[config.mk]
export PLATFORM = sky130hd
export DESIGN_NAME = decimal_text_to_int64_parser_unit
export DESIGN_NICKNAME = d
export VERILOG_FILES = /design/src/sv/dttip_pkg.sv /design/src/sv/dttip_front.sv /design/src/sv/dttip_cmd_queue.sv /design/src/sv/dttip_back.sv /design/src/sv/decimal_text_to_int64_parser_unit.sv
export SDC_FILE = /design/constraint.sdc
export NUM_CORES = 1
export LEC_CHECK = 0
export BUFFER_PORTS_ARGS = -buffer_cell sky130_fd_sc_hd__buf_2
export CORE_AREA = 5 5 195 197
export DETAILED_ROUTE_END_ITERATION = 10
export DIE_AREA = 0 0 200 202
export PLACE_DENSITY = 0.66
export SYNTH_ARGS = -nofsm -noshare
export SYNTH_HDL_FRONTEND = slang
export SYNTH_SLANG_ARGS = --single-unit
[constraint.sdc]
create_clock -name clock -period 7.4 [get_ports clock]
set_clock_uncertainty 0.05 [all_clocks]
set_input_delay 1.11 -clock clock [delete_from_list [all_inputs] [get_ports clock]]
set_output_delay 1.11 -clock clock [all_outputs]
set_load 0.02 [all_outputs]
[src/sv/dttip_pkg.sv]
package dttip_pkg;

   localparam int ValueWidth = 64;
   localparam int ProdWidth  = ValueWidth + 4;
   localparam int CmdDepth   = 4;
   localparam int CmdPtrWidth = $clog2(CmdDepth);
   localparam int ResDepth   = 2;
   localparam int ResPtrWidth = $clog2(ResDepth);

   localparam logic [ValueWidth-1:0] ValueMask = '1;
   localparam logic [ValueWidth-1:0] SignedMax = ValueMask >> 1;

   localparam logic [7:0] CharZero  = 8'h30;
   localparam logic [7:0] CharNine  = 8'h39;
   localparam logic [7:0] CharPlus  = 8'h2b;
   localparam logic [7:0] CharMinus = 8'h2d;
   localparam logic [7:0] CharTab   = 8'h09;
   localparam logic [7:0] CharCr    = 8'h0d;
   localparam logic [7:0] CharSpace = 8'h20;

   localparam logic [1:0] StatusOk      = 2'd0;
   localparam logic [1:0] StatusInvalid = 2'd1;
   localparam logic [1:0] StatusNoToken = 2'd2;

   typedef enum logic [2:0] {
      KindBlank,
      KindDigit,
      KindPlus,
      KindMinus,
      KindOther,
      KindEnd
   } kind_type;

   typedef struct packed {
      kind_type   kind;
      logic [3:0] digit;
      logic       mode;
   } cmd_type;

endpackage

[src/sv/dttip_front.sv]
module dttip_front (
   input  logic              clock,
   input  logic              reset,
   input  logic              push,
   output logic              full,
   input  logic [7:0]        char_code,
   input  logic              mode,
   input  logic              end_of_stream,
   output logic              cmd_push,
   output dttip_pkg::cmd_type cmd,
   input  logic              cmd_full
);
   import dttip_pkg::*;

   logic    valid_ff, valid_in;
   cmd_type cmd_ff, cmd_in, class_cmd;
   logic    accept;

   always_comb begin
      class_cmd.mode  = mode;
      class_cmd.digit = 4'(char_code - CharZero);
      if (end_of_stream) begin
         class_cmd.kind = KindEnd;
      end else if ((char_code >= CharTab && char_code <= CharCr) || char_code == CharSpace) begin
         class_cmd.kind = KindBlank;
      end else if (char_code >= CharZero && char_code <= CharNine) begin
         class_cmd.kind = KindDigit;
      end else if (char_code == CharPlus) begin
         class_cmd.kind = KindPlus;
      end else if (char_code == CharMinus) begin
         class_cmd.kind = KindMinus;
      end else begin
         class_cmd.kind = KindOther;
      end
   end

   assign full     = valid_ff && cmd_full;
   assign accept   = push && !full;
   assign cmd_push = valid_ff;
   assign cmd      = cmd_ff;

   always_comb begin
      valid_in = valid_ff;
      cmd_in   = cmd_ff;
      if (accept) begin
         valid_in = 1'b1;
         cmd_in   = class_cmd;
      end else if (!cmd_full) begin
         valid_in = 1'b0;
      end
   end

   always_ff @(posedge clock) begin
      if (reset) begin
         valid_ff <= 1'b0;
      end else begin
         valid_ff <= valid_in;
      end
      cmd_ff <= cmd_in;
   end
endmodule

[src/sv/dttip_cmd_queue.sv]
module dttip_cmd_queue (
   input  logic               clock,
   input  logic               reset,
   input  logic               push,
   output logic               full,
   input  dttip_pkg::cmd_type wr_cmd,
   input  logic               pop,
   output logic               empty,
   output dttip_pkg::cmd_type rd_cmd
);
   import dttip_pkg::*;

   cmd_type                mem_ff [CmdDepth];
   logic [CmdPtrWidth-1:0] wr_ptr_ff, wr_ptr_in, rd_ptr_ff, rd_ptr_in;
   logic [CmdPtrWidth:0]   count_ff, count_in;
   logic                   do_push, do_pop;

   assign full    = count_ff == (CmdPtrWidth+1)'(CmdDepth);
   assign empty   = count_ff == '0;
   assign do_push = push && !full;
   assign do_pop  = pop && !empty;
   assign rd_cmd  = mem_ff[rd_ptr_ff];

   always_comb begin
      wr_ptr_in = do_push ? wr_ptr_ff + 1'b1 : wr_ptr_ff;
      rd_ptr_in = do_pop ? rd_ptr_ff + 1'b1 : rd_ptr_ff;
      count_in  = count_ff + (CmdPtrWidth+1)'(do_push) - (CmdPtrWidth+1)'(do_pop);
   end

   always_ff @(posedge clock) begin
      if (reset) begin
         wr_ptr_ff <= '0;
         rd_ptr_ff <= '0;
         count_ff  <= '0;
      end else begin
         wr_ptr_ff <= wr_ptr_in;
         rd_ptr_ff <= rd_ptr_in;
         count_ff  <= count_in;
      end
      if (do_push) begin
         mem_ff[wr_ptr_ff] <= wr_cmd;
      end
   end
endmodule

[src/sv/dttip_back.sv]
module dttip_back (
   input  logic               clock,
   input  logic               reset,
   input  logic               cmd_empty,
   input  dttip_pkg::cmd_type cmd,
   output logic               cmd_pop,
   output logic               empty,
   input  logic               pop,
   output logic [63:0]        number,
   output logic [1:0]         status
);
   import dttip_pkg::*;

   logic                  in_token_ff, in_token_in;
   logic                  uns_ff, uns_in;
   logic                  first_ff, first_in;
   logic                  neg_ff, neg_in;
   logic                  saw_ff, saw_in;
   logic                  valid_ff, valid_in;
   logic [ValueWidth-1:0] mag_ff, mag_in;

   logic [63:0]            res_num_ff [ResDepth];
   logic [1:0]             res_stat_ff [ResDepth];
   logic [ResPtrWidth-1:0] wr_ptr_ff, wr_ptr_in, rd_ptr_ff, rd_ptr_in;
   logic [ResPtrWidth:0]   count_ff, count_in;

   logic                  go, emit, do_pop;
   logic [63:0]           emit_num;
   logic [1:0]            emit_stat;
   logic                  cur_uns, cur_first, cur_neg, cur_saw, cur_valid;
   logic [ValueWidth-1:0] cur_mag, neg_mag;
   logic [ProdWidth-1:0]  prod, limit, wide_mag;

   assign go      = !cmd_empty && count_ff != (ResPtrWidth+1)'(ResDepth);
   assign cmd_pop = go;
   assign empty   = count_ff == '0;
   assign do_pop  = pop && !empty;
   assign number  = res_num_ff[rd_ptr_ff];
   assign status  = res_stat_ff[rd_ptr_ff];

   // a fresh token starts from idle values with the mode of its first byte
   always_comb begin
      if (in_token_ff) begin
         cur_uns   = uns_ff;
         cur_first = first_ff;
         cur_neg   = neg_ff;
         cur_saw   = saw_ff;
         cur_valid = valid_ff;
         cur_mag   = mag_ff;
      end else begin
         cur_uns   = cmd.mode;
         cur_first = 1'b1;
         cur_neg   = 1'b0;
         cur_saw   = 1'b0;
         cur_valid = 1'b1;
         cur_mag   = '0;
      end
      wide_mag = ProdWidth'(cur_mag);
      prod     = (wide_mag << 3) + (wide_mag << 1) + ProdWidth'(cmd.digit);
      if (cur_uns) begin
         limit = ProdWidth'(ValueMask);
      end else begin
         limit = ProdWidth'(SignedMax) + ProdWidth'(cur_neg);
      end
      neg_mag = '0 - mag_ff;
   end

   always_comb begin
      emit_stat = StatusInvalid;
      emit_num  = '0;
      if (valid_ff && saw_ff) begin
         emit_stat = StatusOk;
         emit_num  = (neg_ff && !uns_ff) ? 64'(neg_mag) : 64'(mag_ff);
      end

      emit        = 1'b0;
      in_token_in = in_token_ff;
      uns_in      = uns_ff;
      first_in    = first_ff;
      neg_in      = neg_ff;
      saw_in      = saw_ff;
      valid_in    = valid_ff;
      mag_in      = mag_ff;

      if (go) begin
         if (cmd.kind == KindEnd || cmd.kind == KindBlank) begin
            if (cmd.kind == KindEnd) begin
               emit = 1'b1;
               if (!in_token_ff) begin
                  emit_stat = StatusNoToken;
                  emit_num  = '0;
               end
            end else begin
               emit = in_token_ff;
            end
            in_token_in = 1'b0;
            uns_in      = 1'b0;
            first_in    = 1'b1;
            neg_in      = 1'b0;
            saw_in      = 1'b0;
            valid_in    = 1'b1;
            mag_in      = '0;
         end else begin
            in_token_in = 1'b1;
            uns_in      = cur_uns;
            first_in    = 1'b0;
            neg_in      = cur_neg;
            saw_in      = cur_saw;
            valid_in    = cur_valid;
            mag_in      = cur_mag;
            case (cmd.kind)
               KindDigit: begin
                  saw_in = 1'b1;
                  if (cur_valid) begin
                     if (prod > limit) begin
                        valid_in = 1'b0;
                     end else begin
                        mag_in = prod[ValueWidth-1:0];
                     end
                  end
               end
               KindPlus, KindMinus: begin
                  if (!cur_uns && cur_first) begin
                     neg_in = cmd.kind == KindMinus;
                  end else begin
                     valid_in = 1'b0;
                  end
               end
               default: begin
                  valid_in = 1'b0;
               end
            endcase
         end
      end

      wr_ptr_in = emit ? wr_ptr_ff + 1'b1 : wr_ptr_ff;
      rd_ptr_in = do_pop ? rd_ptr_ff + 1'b1 : rd_ptr_ff;
      count_in  = count_ff + (ResPtrWidth+1)'(emit) - (ResPtrWidth+1)'(do_pop);
   end

   always_ff @(posedge clock) begin
      if (reset) begin
         in_token_ff <= 1'b0;
         uns_ff      <= 1'b0;
         first_ff    <= 1'b1;
         neg_ff      <= 1'b0;
         saw_ff      <= 1'b0;
         valid_ff    <= 1'b1;
         mag_ff      <= '0;
         wr_ptr_ff   <= '0;
         rd_ptr_ff   <= '0;
         count_ff    <= '0;
      end else begin
         in_token_ff <= in_token_in;
         uns_ff      <= uns_in;
         first_ff    <= first_in;
         neg_ff      <= neg_in;
         saw_ff      <= saw_in;
         valid_ff    <= valid_in;
         mag_ff      <= mag_in;
         wr_ptr_ff   <= wr_ptr_in;
         rd_ptr_ff   <= rd_ptr_in;
         count_ff    <= count_in;
      end
      if (emit) begin
         res_num_ff[wr_ptr_ff]  <= emit_num;
         res_stat_ff[wr_ptr_ff] <= emit_stat;
      end
   end
endmodule

[src/sv/decimal_text_to_int64_parser_unit.sv]
// Parses whitespace-delimited decimal tokens from a byte stream into 64-bit
// values. One byte is taken per cycle while full is low; a byte is classified
// on entry, passes a four-entry request queue, and is folded into the running
// magnitude by a single multiply-by-ten, add and limit compare per cycle, so
// the sustained rate is one byte per clock while the result queue has room.
// The byte or end-of-stream request closing a token passes the front register
// and the request queue, and its result then waits in a two-entry result queue.
// Status 0 is ok, 1 an invalid or overflowing token, 2 an end of stream with no
// token in progress; number is zero unless status is ok.
module decimal_text_to_int64_parser_unit (
   input  logic        clock,
   input  logic        reset,
   input  logic        push,
   output logic        full,
   input  logic [7:0]  req_char_code,
   input  logic        req_mode,
   input  logic        req_end_of_stream,
   output logic        empty,
   input  logic        pop,
   output logic [63:0] rsp_number,
   output logic [1:0]  rsp_status
);
   import dttip_pkg::*;

   cmd_type front_cmd, queue_cmd;
   logic    front_push, queue_full, queue_empty, queue_pop;

   dttip_front u_front (
      .clock         (clock),
      .reset         (reset),
      .push          (push),
      .full          (full),
      .char_code     (req_char_code),
      .mode          (req_mode),
      .end_of_stream (req_end_of_stream),
      .cmd_push      (front_push),
      .cmd           (front_cmd),
      .cmd_full      (queue_full)
   );

   dttip_cmd_queue u_queue (
      .clock  (clock),
      .reset  (reset),
      .push   (front_push),
      .full   (queue_full),
      .wr_cmd (front_cmd),
      .pop    (queue_pop),
      .empty  (queue_empty),
      .rd_cmd (queue_cmd)
   );

   dttip_back u_back (
      .clock     (clock),
      .reset     (reset),
      .cmd_empty (queue_empty),
      .cmd       (queue_cmd),
      .cmd_pop   (queue_pop),
      .empty     (empty),
      .pop       (pop),
      .number    (rsp_number),
      .status    (rsp_status)
   );
endmodule

### Yosys cells after proc, flatten, opt, wreduce, memory -nomap -nowiden

Memory sizes are Yosys's and may differ from the RTL's. A register that Yosys moved wholly into a read port is not among the register bits.
Cells that the tools add are included.

| word-level totals | value |
|---|---|
| flip-flop bits (word level) | 90 |
| bits in writable memories | 164 |
| output and inout port bits | 68 |
| memories kept | 3 |

| cells by class | value |
|---|---|
| $add $sub $neg | 13 |
| magnitude comparators | 5 |
| equality and inequality tests | 11 |
| multiplexer cells | 54 |
| reductions and logical operators | 25 |

Memories:

| name | words | width | rd ports | clocked after memory_dff | wr ports | line | RTL |
|---|---|---|---|---|---|---|---|
| u_back.res_num_ff | 2 | 64 | 1 | 1 | 1 | dttip_back.sv:22 | `logic [63:0] res_num_ff [ResDepth];` |
| u_queue.mem_ff | 4 | 8 | 1 | 1 | 1 | dttip_cmd_queue.sv:13 | `cmd_type mem_ff [CmdDepth];` |
| u_back.res_stat_ff | 2 | 2 | 1 | 1 | 1 | dttip_back.sv:23 | `logic [1:0] res_stat_ff [ResDepth];` |

Operators by type and width:

| kind | count |
|---|---|
| $mux 64 | 11 |
| $add 67x65->68 | 1 |
| $add 68x4->68 | 1 |
| $gt 68x68->1 | 1 |
| $mux 68 | 1 |
| $add 63x1->64 const A | 1 |
| $sub 1x64->64 const A | 1 |
| $mux 1 | 31 |
| $eq 8x6->1 const B | 3 |
| $mux 2 | 6 |
| $mux 3 | 4 |
| $logic_and 1x1->1 | 11 |
| $ge 8x4->1 const B | 1 |
| $ge 8x6->1 const B | 1 |
| $le 8x4->1 const B | 1 |
| $le 8x6->1 const B | 1 |
| $eq 3x2->1 const B | 2 |
| $eq 3x3->1 const B | 2 |
| $logic_not 1->1 | 6 |
| $logic_not 3->1 | 2 |
| $add 2x1->2 const B | 2 |
| $ne 2x2->1 const B | 2 |
| $sub 4x1->4 const B | 1 |
| $add 3x1->3 | 1 |
| other kinds (12) | 14 |

### Longest topological paths before layout

Gate-level depths: netlist (run 1).

| logic depth | value |
|---|---|
| depth in word-level cells | 8 |
| depth in mapped cells | 30 |

### Hierarchy

From an unflattened synthesis (run 1), not the netlist that was laid out.

| unflattened totals | value |
|---|---|
| cell total of the unflattened synthesis | 1743 |
| area, all modules | 17558.1 um2 |

By module, submodules not included:

| module | times used | cells each | area an instance (um2) | sequential area each (um2) |
|---|---|---|---|---|
| dttip_back | 1 | 1619 | 15508.6 | 5465.2 |
| dttip_cmd_queue | 1 | 93 | 1634.1 | 1141.1 |
| dttip_front | 1 | 31 | 415.4 | 260.2 |

### Worst setup path before layout (run 1)

Ideal clock, no wire load.

| path | value |
|---|---|
| kind | register to register |
| start | register (tool-made name) |
| end | register u_back.mag_ff[43] |
| arrival | 6002 ps |
| setup slack | 1231 ps |
| cell stages (with the launch flop) | 27 |
| path buffers | 3 |
| clock period less this slack | 6169 ps |
| path through | dfxtp_1 > buf_2 > mux4_2 > inv_1 > fa_1 > fa_1 > nand2b_1 > a21oi_1 > o21ai_1 > a2111oi_2 > nor2_1 > o31ai_1 > a31o_2 > a31oi_1 > xnor2_1 > ha_1 > a21oi_1 > nor2_1 > a2111oi_0 > o31ai_1 > a211oi_1 > a41o_1 > nand4_1 > o31a_1 > clkbuf_1 > buf_2 > a22o_2 |

RTL lines:

| element | line | RTL |
|---|---|---|
| end signal, assigned | dttip_back.sv:160 | `mag_ff <= mag_in;` |
| end, declared | dttip_back.sv:20 | `logic [ValueWidth-1:0] mag_ff, mag_in;` |

==> results by group, run 1 <==
Finish
  • Fraction of layout cells with a size suffix above 1: 15.2%
  • FILL cells: 3192
  • Layout overhead on the synthesized area: 10.6%
  • Nets: 2062
  • Multi-input logic area: 10300 um2
  • Antenna Cells: 0
  • Storage element area: 6870 um2

Setup path
  • Crit-path most repeated cell: o21ai_0
  • CP max-delay cell: mux4_2
  • CP Capture Type: flop
  • Critical path data required time: 7.84 ns
  • CP peak stage delay: 0.51 ns
  • CP arrival: 7.45 ns
  • Worst setup SP type: flop
  • R2r setup slk: 0.39 ns
  • CP max FO: 62
  • Kind of critical path: reg -> reg

Clock tree
  • Num CTS Buffers: 28
  • Clock Sinks: 257
  • Clk slew on worst S/H paths: 0.06 ns
  • CTS Buffer Depth: 3
  • Root Buffer: clkbuf_16
  • H-Tree Depth: 1
  • Worst-Skew Late Latency: 0.56 ns
  • CTS tree: yes
  • CTS Hold Bufs: 0

STA
  • Worst relative slew slack: 37.4%
  • Hold Fails Final Rpt: 0
  • Slew Viols, Final: 0
  • Worst hold slack: 0.420 ns
  • Max Fclk: 143 MHz
  • Crit share post-route: 94.7%
  • Unrepaired setup endpoints after global routing: false
  • Slew @ Worst Pin: 0.938 ns
  • Crit path time final: 7.01 ns
  • Final setup fails: 0

Routing
  • Drt via density: 5.93
  • DRC Markers: 0
  • Antenna viol nets, final: 0
  • Total Routed Length: 44400 um
  • DRT iter0 DRCs: 863
  • Total number of vias: 13800
  • Pre-antenna DRT Iters: 5
  • Wire per inst: 19.0 um

Pwr
  • Peak VDD IR: 0.238 mV
  • Design Power: 4470 uW
  • Leak Pwr: 0.00803 uW
  • P per Cell Area: 228 nW/um2

Global route
  • Overall Global Routing Usage: 21.6%
  • GRT met1 Usage: 32.0%
  • Vias in the first global route: 13400
  • Largest net degree at the start of global routing: 65
  • Initial antenna violation count: 0
  • Global-route wire length before repair: 71700 um
  • Grt peak-use layer: met2
  • Met3 Resource Use GR: 2.70%
  • GRT Residual Overflow: 0
  • Routing usage on met2: 34.2%

Floorplanning
  • Core area: 36100 um2
  • Core Rows: 70
  • Die width: 200 um
  • Boundary Pins: 82
  • Die ar.: 40400 um2
  • Initial Util: 49.1%
  • Chip Height: 202 um

Placement
  • Port bufs: 81
  • Placed wire-length estimate: 33600 um
  • RD Place Congestion: 0.966

Yosys
  • Post-synth ARST share: 0%
  • Sequential area share after synthesis: 38.7%
  • Gate Count Post-Synth: 1774
  • Yosys warns: 0
  • Post-synth cell types: 80
  • FF+latch count, synth: 257
  • Synthesized Nets: 1991
  • Mapped Area: 17700 um2
  • Post-synth EDFFs: 172
  • Syn avg cell area: 9.99 um2
  • Ys flop type: edfxtp_1

Worst hold path
  • Tightest Hold Check Type: reg -> reg

Run status
  • Outcome: completed

Flow run
  • # Max-Cap Violations: 0
==> final cells by class <==
cell class	instances	area share, %
multi-input combinational	1380	52.6
inverter	53	1.01
sequential	257	35.0
timing repair buffer	125	3.88
clock inverter	15	0.587
tap	468	2.99
clock buffer	37	3.91
==> cells by family after synthesis <==
logic type               synth area share, %
buffers and inverters                   3.37
flip-flops                              38.7
adder cells (fa/ha/maj)                 14.5
XOR/XNOR                                6.32
AO/OA/AOI/OAI                           16.4
AND/OR/NAND/NOR                         15.4
multiplexers                            5.38
==> flip-flops by register name, summed over array words and instances (netlist names), named ones only <==
name and cells:
u_front.cmd_push 1, u_back.neg_ff 1, u_back.rd_ptr_ff 1, u_back.wr_ptr_ff 1
u_back.res_stat_ff 4, u_back.uns_ff 1, u_back.first_ff 1, u_queue.count_ff 3
u_queue.wr_ptr_ff 2, u_back.res_num_ff 128, u_back.in_token_ff 1, u_queue.mem_ff 32
u_back.valid_ff 1, u_back.saw_ff 1, u_queue.rd_ptr_ff 2, u_back.count_ff 2
u_back.mag_ff 64, u_front.cmd 8
==> layout by cell type, fill, tap and decap left out, drive strengths merged, types with 9 or more instances in the layout <==
cell    synthesis  routed
nor3           34      34
nand4          38      38
o21a           15      15
a22o           63      63
o31ai          16      16
a21o           22      22
and3           11      11
dfxtp          85      85
nand2b         13      13
clkbuf         69      37
nor4           15      16
ha            200     200
and2           68      68
a21oi         144     144
xor2           56      56
nand2          94      94
a211oi         14      14
xnor2          72      72
o21ai          87      87
nand3          23      23
nor2b          18      18
or3            14      14
nor2          171     171
mux2           67      67
inv            53      55
or4             9       9
a31oi           9       9
buf            16     125
edfxtp        172     172
==> Yosys cell counts (4+ instances only) <==
library cell | n | area [um2]
a21boi_0 | 5 | 37.5
o31a_1 | 4 | 35.0
a21o_1 | 22 | 165
or3_1 | 9 | 56.3
inv_1 | 53 | 199
or2_2 | 6 | 37.5
nand4_1 | 38 | 238
clkbuf_1 | 68 | 255
and2_1 | 67 | 419
o21ai_0 | 85 | 425
a22o_1 | 62 | 543
nor4_1 | 11 | 68.8
buf_6 | 7 | 78.8
dfxtp_1 | 85 | 1700
nand2b_1 | 12 | 75.1
nand2_1 | 93 | 349
nor3_1 | 34 | 170
o31ai_1 | 16 | 120
a21oi_1 | 144 | 721
o41ai_1 | 6 | 52.6
o211ai_1 | 8 | 60.1
nor3b_1 | 4 | 30.0
or4_1 | 7 | 52.6
ha_1 | 200 | 2500
mux4_2 | 8 | 180
a211oi_1 | 14 | 105
a311oi_1 | 7 | 61.3
buf_2 | 7 | 35.0
xor2_1 | 56 | 490
nor2_1 | 170 | 638
nor2b_1 | 18 | 113
or3_4 | 5 | 56.3
o21bai_1 | 8 | 60.1
nand3_1 | 21 | 105
a31oi_1 | 9 | 56.3
mux2_2 | 67 | 754
o21a_1 | 15 | 113
and3_1 | 11 | 68.8
xnor2_1 | 72 | 631
o22ai_1 | 4 | 25.0
a2111oi_0 | 5 | 43.8
edfxtp_1 | 172 | 5160
==> stage by stage <==
| stage | std cells | utilization (%) | TNS [ns] | setup slack (ns) | area [um2] |
|---|---|---|---|---|---|
| floorplan | 1774 | - | 0 | 1.23 | 17700 |
| global placement | 2280 | 51.8 | -21.22 | -0.503 | 18700 |
| detailed placement | 2280 | 51.8 | -19.15 | -0.460 | 18700 |
| CTS | 2334 | 54.3 | 0 | 0.0750 | 19600 |
| global route | 2335 | 54.3 | 0 | 0.0272 | 19600 |
| finish | 2335 | 54.3 | 0 | 0.391 | 19600 |
==> worst max-delay path, delay by kind of cell, from the launching register on <==
family          cells  cell delay, ns
compound gates      9            2.15
fa+ha+maj           3            1.05
flops               1            0.41
simple gates        7            1.71
buf+inv             5            0.81
mux                 1            0.51
xor+xnor            1            0.20
==> repair_timing <==
action,in CTS,in global routing
pin swaps,1,0
resized for setup,2,4
setup buffers,1,1
gates cloned,1,0
setup endpoints to repair,48,64
==> per-layer routing <==
metal / part of all wire, % / up-vias
met2: 44 / 409
li1: - / 6770
met3: 6.2 / 82
met1: 47 / 6581
met5: 0 / -
met4: 2.1 / 0
==> final timing paths <==
check,start,end,depth (start not counted)
setup / recovery,flop,u_back.mag_ff[21]$_SDFFE_PP0P_,26
hold / removal,u_back.first_ff$_SDFFE_PP1P_,u_back.first_ff$_SDFFE_PP1P_,2
setup reg to reg,flop,u_back.mag_ff[21]$_SDFFE_PP0P_,26
hold reg to reg,u_back.first_ff$_SDFFE_PP1P_,u_back.first_ff$_SDFFE_PP1P_,2
==> report_power, final <==
| part | internal [uW] | switching (uW) | leakage [uW] |
|---|---|---|---|
| clock network | 765 | 571 | 0.000421 |
| logic | 481 | 850 | 0.00543 |
| registers | 1730 | 72.9 | 0.00218 |
(Power assumes the default switching activity.)
==> run 2: changes to the inputs <==
- CAP_MARGIN: not set -> 20
- CTS_CLUSTER_DIAMETER: not set -> 30
- PLACE_DENSITY: 0.66 -> 0.74
==> results by group, run 2 (same netlist as run 1, synthesis figures left out) <==
Run status
  • Outcome: completed

Routing
  • Total number of vias: 13900
  • Drt via density: 5.94
  • Antenna viol nets, final: 0
  • DRT iter0 DRCs: 959
  • Pre-antenna DRT Iters: 5
  • DRC Markers: 0
  • Wire per inst: 18.8 um
  • Total Routed Length: 44000 um

Placement
  • Placed Area: 18500 um2
  • DP Worst Slack: -0.0456 ns
  • Port bufs: 81
  • RD Place Congestion: 0.971
  • Placed wire-length estimate: 32800 um

Finish
  • Nets: 2055
  • Max FFs per register: 128
  • Largest regs: u_back.res_num_ff x128, u_back.mag_ff x64, u_queue.mem_ff x32
  • Commonest non-fill, non-tap cell in the layout: ha_1
  • Post-layout instance area: 20200 um2
  • Largest Register: u_back.res_num_ff
  • Antenna Cells: 0
  • Highest-count cells in the layout ignoring fill and taps: 200 x ha_1, 172 x edfxtp_1, 169 x nor2_1
  • FILL cells: 3057
  • Fin util: 56.0%
  • Layout overhead on the synthesized area: 13.9%
  • Fraction of layout cells with a size suffix above 1: 16.1%

Pwr
  • Switching Share: 31.8%
  • Clk pwr share: 41.4%
  • Sequential power share: 34.0%
  • Internal power: 3620 uW
  • Peak VDD IR: 0.319 mV
  • Sw Pwr: 1690 uW
  • Combinational Power Share: 24.6%
  • Leak Pwr: 0.00826 uW
  • Design Power: 5300 uW
  • P per Cell Area: 263 nW/um2

STA
  • Worst hold slack: 0.418 ns
  • Max Fclk: 142 MHz
  • Hold Fails Final Rpt: 0
  • Final setup fails: 0
  • Setup WS post-layout: 0.337 ns
  • Slew @ Worst Pin: 0.984 ns
  • Crit share post-route: 95.4%
  • Crit path time final: 7.06 ns
  • Worst relative slew slack: 34.4%
  • Slew Viols, Final: 0

Global route
  • Vias in the first global route: 13900
  • Largest net degree at the start of global routing: 67
  • Initial antenna violation count: 0
  • Overall Global Routing Usage: 21.4%
  • Routing usage on met2: 34.4%
  • GRT met1 Usage: 29.4%
  • Grt peak-use layer: met2
  • Met3 Resource Use GR: 3.73%
  • GRT Residual Overflow: 0
  • Global-route wire length before repair: 71000 um

Setup path
  • Critical path data required time: 7.79 ns
  • Crit path buf inv count: 4
  • R2r setup slk: 0.34 ns
  • Crit-path most repeated cell: ha_1
  • CP max FO: 62
  • Delay-heaviest family, CP: compound AO/OA/AOI/OAI gates
  • CP arrival: 7.45 ns
  • CP max-delay cell: mux4_2
  • Kind of critical path: reg -> reg
  • CP peak stage delay: 0.51 ns
  • CP Capture Type: flop
  • Worst setup SP type: flop

Clock tree
  • Clk slew on worst S/H paths: 0.05 ns
  • Num CTS Buffers: 47
  • Clock Sinks: 257
  • Worst-Skew Late Latency: 0.56 ns
  • CTS Buffer Depth: 3
  • CTS tree: yes
  • CTS Hold Bufs: 0
  • H-Tree Depth: 2
  • Root Buffer: clkbuf_16

Floorplanning
  • Chip Height: 202 um
  • Initial Util: 49.1%
  • Boundary Pins: 82
  • Core Rows: 70
  • Core area: 36100 um2
  • Die width: 200 um
  • Die ar.: 40400 um2

Worst hold path
  • Tightest Hold Check Type: reg -> reg

Flow run
  • # Max-Cap Violations: 0
==> run 2: changes by cell type in the layout (fill, tap and decap cells not counted), moves of 3 or more <==
cell | previous run | this run
buf_4 | 42 | 17
clkbuf_16 | 29 | 47
bufinv_16 | 1 | 6
clkinvlp_4 | 3 | 8
clkbuf_1 | 7 | 3
clkinv_4 | 1 | 5
inv_6 | 2 | 6
inv_8 | 0 | 3
==> run 2: worst register-to-register path, cell delays in order, from the launching register on <==
cell and delay [ns]:
dfxtp_1 0.39, buf_4 0.21, mux4_2 0.51, ha_1 0.30, ha_1 0.19, inv_1 0.07
fa_1 0.42, nand2b_1 0.18, a21oi_1 0.24, nor2_1 0.10, o21a_1 0.23, o31ai_2 0.39
o21ai_0 0.18, nand2_1 0.26, a2111oi_0 0.16, a311oi_1 0.27, buf_4 0.16, ha_1 0.24
nand2_1 0.09, nor2_1 0.06, a2111oi_2 0.45, o31ai_1 0.13, a211oi_1 0.24, a41o_1 0.23
nand4_1 0.24, o31a_2 0.38, buf_8 0.24, a22o_2 0.33
==> run 2: cell type report <==
class	count	area (um2)	share of cell area (%)
Clock buffer	52	1210	6.02
Sequential cell	257	6870	34.0
Timing Repair Buffer	100	559	2.77
Clock inverter	36	444	2.20
Inverter	53	199	0.985
Multi-Input combinational cell	1379	10300	51.1
Tap cell	468	586	2.90
==> run 2: power groups by stage <==
stage / clock, uW / sequential (uW) / combinational [uW]
6_report: 2200 / 1800 / 1300
5_1_grt: 2310 / 1820 / 1430
4_1_cts: 2230 / 1800 / 1310
3_5_place_dp: 0 / 1830 / 1300
3_3_place_gp: 0 / 1820 / 1280
2_1_floorplan: 0 / 1810 / 945
==> run 2: layer usage <==
| metal | part of all wire [%] | vias up |
|---|---|---|
| met4 | 2.6 | 0 |
| met3 | 6.3 | 83 |
| met1 | 45 | 6662 |
| met2 | 46 | 428 |
| li1 | - | 6766 |
| met5 | 0 | - |
==> run 2: through the flow <==
stage               std cells  setup TNS [ns]
finish                   2345               0
global route             2345         -0.0305
CTS                      2344               0
detailed placement       2256           -1.07
global placement         2256               0
floorplan                1774               0
==> run 2: worst paths after layout <==
check                           cells after the start                              to                    startpoint
worst max-delay path                               27  u_back.mag_ff[43]$_SDFFE_PP0P_                          flop
worst min-delay path                                2    u_back.first_ff$_SDFFE_PP1P_  u_back.first_ff$_SDFFE_PP1P_
worst max register to register                     27  u_back.mag_ff[43]$_SDFFE_PP0P_                          flop
worst min register to register                      2    u_back.first_ff$_SDFFE_PP1P_  u_back.first_ff$_SDFFE_PP1P_
==> run 2: timing repair <==
action,CTS,global route
resized for setup,2,12
setup buffers,0,1
pin swaps,0,1
setup endpoints to repair,62,64
